$ cat config.mk
export PLATFORM = sky130hd
export DESIGN_NAME = acs_ram
export DESIGN_NICKNAME = d
export VERILOG_FILES = /design/src/hw/rtl/acs_ram.sv
export SDC_FILE = /design/constraint.sdc
export NUM_CORES = 1
export LEC_CHECK = 0
export BUFFER_PORTS_ARGS = -buffer_cell sky130_fd_sc_hd__buf_4
export CELL_PAD_IN_SITES_DETAIL_PLACEMENT = 1
export CELL_PAD_IN_SITES_GLOBAL_PLACEMENT = 2
export CORE_MARGIN = 2
export CORE_UTILIZATION = 40
export CTS_BUF_LIST = sky130_fd_sc_hd__clkbuf_2 sky130_fd_sc_hd__clkbuf_4 sky130_fd_sc_hd__clkbuf_8
export DETAILED_ROUTE_END_ITERATION = 10
export PLACE_DENSITY_LB_ADDON = 0.1
export SYNTH_ARGS = -nofsm -noshare
export SYNTH_HDL_FRONTEND = slang
export SYNTH_SLANG_ARGS = --single-unit
$ cat constraint.sdc
create_clock -name clk -period 14.1 [get_ports clk]
set_input_delay 2.82 -clock clk [delete_from_list [all_inputs] [get_ports clk]]
set_output_delay 2.82 -clock clk [all_outputs]
set_load 0.05 [all_outputs]
$ cat src/hw/rtl/acs_ram.sv
// generic single-port-write ram with registered read
module acs_ram #(
  parameter int unsigned WIDTH = 128,
  parameter int unsigned DEPTH = 11
) (
  input  logic                     clk,
  input  logic                     we,
  input  logic [$clog2(DEPTH)-1:0] waddr,
  input  logic [WIDTH-1:0]         wdata,
  input  logic [$clog2(DEPTH)-1:0] raddr,
  output logic [WIDTH-1:0]         rdata
);
  logic [WIDTH-1:0] mem [DEPTH];

  always_ff @(posedge clk) begin
    if (we) begin
      mem[waddr] <= wdata;
    end
    rdata <= mem[raddr];
  end
endmodule

Word level (Yosys, flattened, before mapping)
Memories as Yosys holds them, arrays and structs flattened. A register that Yosys moved wholly into a read port is not among the register bits.
Index checks and enable logic that the tools add are counted.

word-level totals
  register bits = 0
  latch bits = 0
  bits in writable memories = 1408
  memory bits (read-only) = 0
  input port bits = 138
  logic and storage cells = 3
  memories = 1

memories
  name  depth  width  rd ports  clocked after Yosys merged registers in  wr ports  line  source
  mem   11     128    1         1                                        1         13    logic [WIDTH-1:0] mem [DEPTH];

operators by class
  add/subtract/negate cells = 0
  multipliers = 0
  div/mod/pow operators = 0
  order comparisons = 0
  eq/ne operators = 0
  shift-type cells = 0
  muxes and demuxes = 2
  bitwise operators = 0
  reductions and logical operators = 0

operator list
  kind              number
  1-bit 2-to-1 mux  2

Longest topological paths before layout
  depth after elaboration = 2
  mapped depth = 6
  mapped depth without buffers = 3

Least setup slack after synthesis
OpenSTA, ideal clock, no wires.

  kind = input-to-reg
  start = in waddr[3]
  end = mem mem[0][0], enable pin
  setup time = 774 ps
  arrival = 11974 ps
  path slack = 1352 ps
  stages on the path = 2
  path buffers = 0
  path through = or3b_2 > nor3_1

RTL lines
  item         line  source
  from (decl)  8     input logic [$clog2(DEPTH)-1:0] waddr,
  to (decl)    13

Straight into the memory's write port.

==> impl_results.md <==
- Sequential share of the synthesized area: 0.780
- Port Buffers: between 200 and 300
- Synthesis-stage register bit count: between 1.5k and 2k
- Post-layout min period: between 5 and 6 ns
- Most common cell in the netlist: edfxtp_1
- Power per cell area: between 100 and 150 nW/um^2
- Ratio of cells with drive above 1 in the final layout: 0.315
- CTS buffer count: 278
- Fmax: between 0.15 and 0.2 GHz
- Crit-path max FO: 109
- Gr ovfl total: 0
- Status: completed
- Syn Inst Count: slightly above 3k
- CTS Buffer Depth: 4
- Final core occ: 0.467
- Post-placement cell area: between 60,000 and 70,000 sq um
- Gpl congestion: ~0.7
- # IOs: around 270
- Max Cap Viol: 0
- Crit path launch type: input pin
- Antenna-violating nets left: 0
- CP Data Required Time: approximately 15 ns
- Setup bufs post-CTS: 0
- Asr flop ratio synth: 0
- Worst EP arrival: roughly 6.3 ns
- Overall routing resource usage: 0.203
- Number of synthesized flops with an enable pin: 1,408
- CTS Sinks: ~1.5k
- Placed cell count: approximately 5.1k
- Largest net degree at the start of global routing: roughly 140
- Site Rows: between 100 and 150
- Worst hold path type: reg2reg
- Setup_tns: 0 ns
- Syn Nets: around 3.2k
- Synth area leaders: edfxtp_1 74%, mux2_2 7.5%, dfxtp_1 4.5%, mux2i_1 4.5%, a22o_1 2.0%
- Syn_area_per_cell: 19.0 sq um
- Synth top area share: 0.736
- Synth Flop Type: edfxtp_1
- Final WL: 149,000 um
- Cts hold-fix bufs: 0
- Initial core utilization: 0.401
- Critical path capture point type: flop
- First-pass GRT wire length: 217,000 um
- Clock Latency Late Sink: between 0.9 and 1 ns
- Dominant cell type by area after synthesis: edfxtp_1
- DP Wirelength: around 71,000 um
- Die X: between 300 and 400 um
- Final Instance Count excl. Fillers: between 5k and 6k
- Fin area: between 60,000 and 70,000 sq um
- Antenna violations before repair: 19
- Via count: roughly 29k
- Synthesized cell area: approximately 57,000 sq um
- Syn. warnings: 0
- H-tree depth: 5
- Synth top cells by count: 1,408 x edfxtp_1, 384 x mux2_2, 256 x mux2i_1
- Critical path type: in2reg
- Area grow syn2layout: 16.4%
- Vias in the first global route: approximately 32k
- Final Setup Violations: 0
- Vias per inst: about 5.3
- Design Power: 9.89 mW
- Routed wire length per instance: roughly 27 um
- Chip height: around 380 um
- RSZ-0062 raised after global routing: false
- Netlist cell types: 20
- Post_cts resized: 0
- Starting DRT DRC Count: 1,726
- Final Slew Violations: 0
- Drt first pass iters: 5
- Clk_skew: roughly 0.042 ns
- CTS tree: built
- Worst relative slew slack: 0.231
- Period Utilization, post-route: 0.389
- Static leakage: between 20 and 25 nW
- Worst-Margin Slew: between 1 and 1.5 ns
- Largest vdd supply drop: between 60 and 70 uV
- Fin. Hold Viols: 0
- Core Region: 143,000 sq um
- Nets: 3,565
- Root Buffer: clkbuf_8
- Drt drc: 0
- DIE AREA: between 100,000 and 150,000 sq um
- Clock transition at path regs: roughly 0.06 ns
-- worst paths after layout --
check / startpoint / end / slack (ns) / cells after the start
setup reg to reg: mem[2][23] / rdata[23] / 12.78 / 3
hold / removal: mem[10][36] / rdata[36] / 0.54 / 3
hold reg to reg: mem[10][36] / rdata[36] / 0.54 / 3
setup / recovery: raddr[0] / rdata[90] / 8.62 / 6
-- layout make-up --
class,instances,area (sq um)
flip-flops and latches,1536,44800
clock buffers,410,5020
repair buffers,310,2500
fillers,13300,76200
diodes,3,7.51
clock inverters,64,403
multi-input cells,1301,11700
well taps,1903,2380
-- cell families (layout without fill, tap and decap cells) --
group | count (synthesis) | after routing | share of synthesized area
buffers and inverters | 184 | 784 | 0.0171
other | 0 | 3 | 0
multiplexers | 640 | 640 | 0.120
AO/OA/AOI/OAI | 512 | 512 | 0.0669
flip-flops | 1536 | 1536 | 0.780
AND/OR/NAND/NOR | 149 | 149 | 0.0158
-- state kept, by name (all words and copies together), names as in the netlist --
name   count
mem     1408
rdata    128
-- routing by layer --
layer | track usage | vias up | part of all wire
li1 | - | 13000 | -
met3 | 0.0480 | 253 | 0.046
met2 | 0.343 | 582 | 0.50
met5 | 0 | - | 0.0014
met4 | 0.0540 | 32 | 0.017
met1 | 0.262 | 15400 | 0.44
-- worst max-delay path, stage by stage --
cell	delay (ns)
buf_8	0.66
buf_4	0.91
buf_4	0.92
mux2_2	0.41
o211ai_1	0.18
o31ai_1	0.11
-- cell usage in the layout, fill, tap and decap left out, types with 5 or more instances in the layout --
| cell type | n |
|---|---|
| edfxtp_1 | 1408 |
| buf_12 | 12 |
| nand2b_1 | 130 |
| bufinv_16 | 5 |
| clkinv_2 | 13 |
| o211ai_1 | 128 |
| dfxtp_1 | 128 |
| mux2_2 | 384 |
| clkbuf_4 | 100 |
| buf_4 | 295 |
| a22o_1 | 128 |
| o22ai_1 | 128 |
| clkinv_1 | 42 |
| clkbuf_8 | 310 |
| o31ai_1 | 128 |
| nor2_4 | 9 |
| mux2i_1 | 256 |
-- power breakdown --
group	internal [mW]	switching [mW]
Combinational	0.215	0.431
Clock	2.35	1.75
Sequential	5.09	0.0406
-- stage by stage --
step           setup WS (ns)  hold WS [ns]
3_5_place_dp            7.64         0.563
2_1_floorplan           1.35         0.539
6_report                8.62         0.537
5_1_grt                 8.46         0.584
3_3_place_gp            7.71         0.548
4_1_cts                 8.69         0.545
Note: power is estimated with default switching activity, not from simulation.
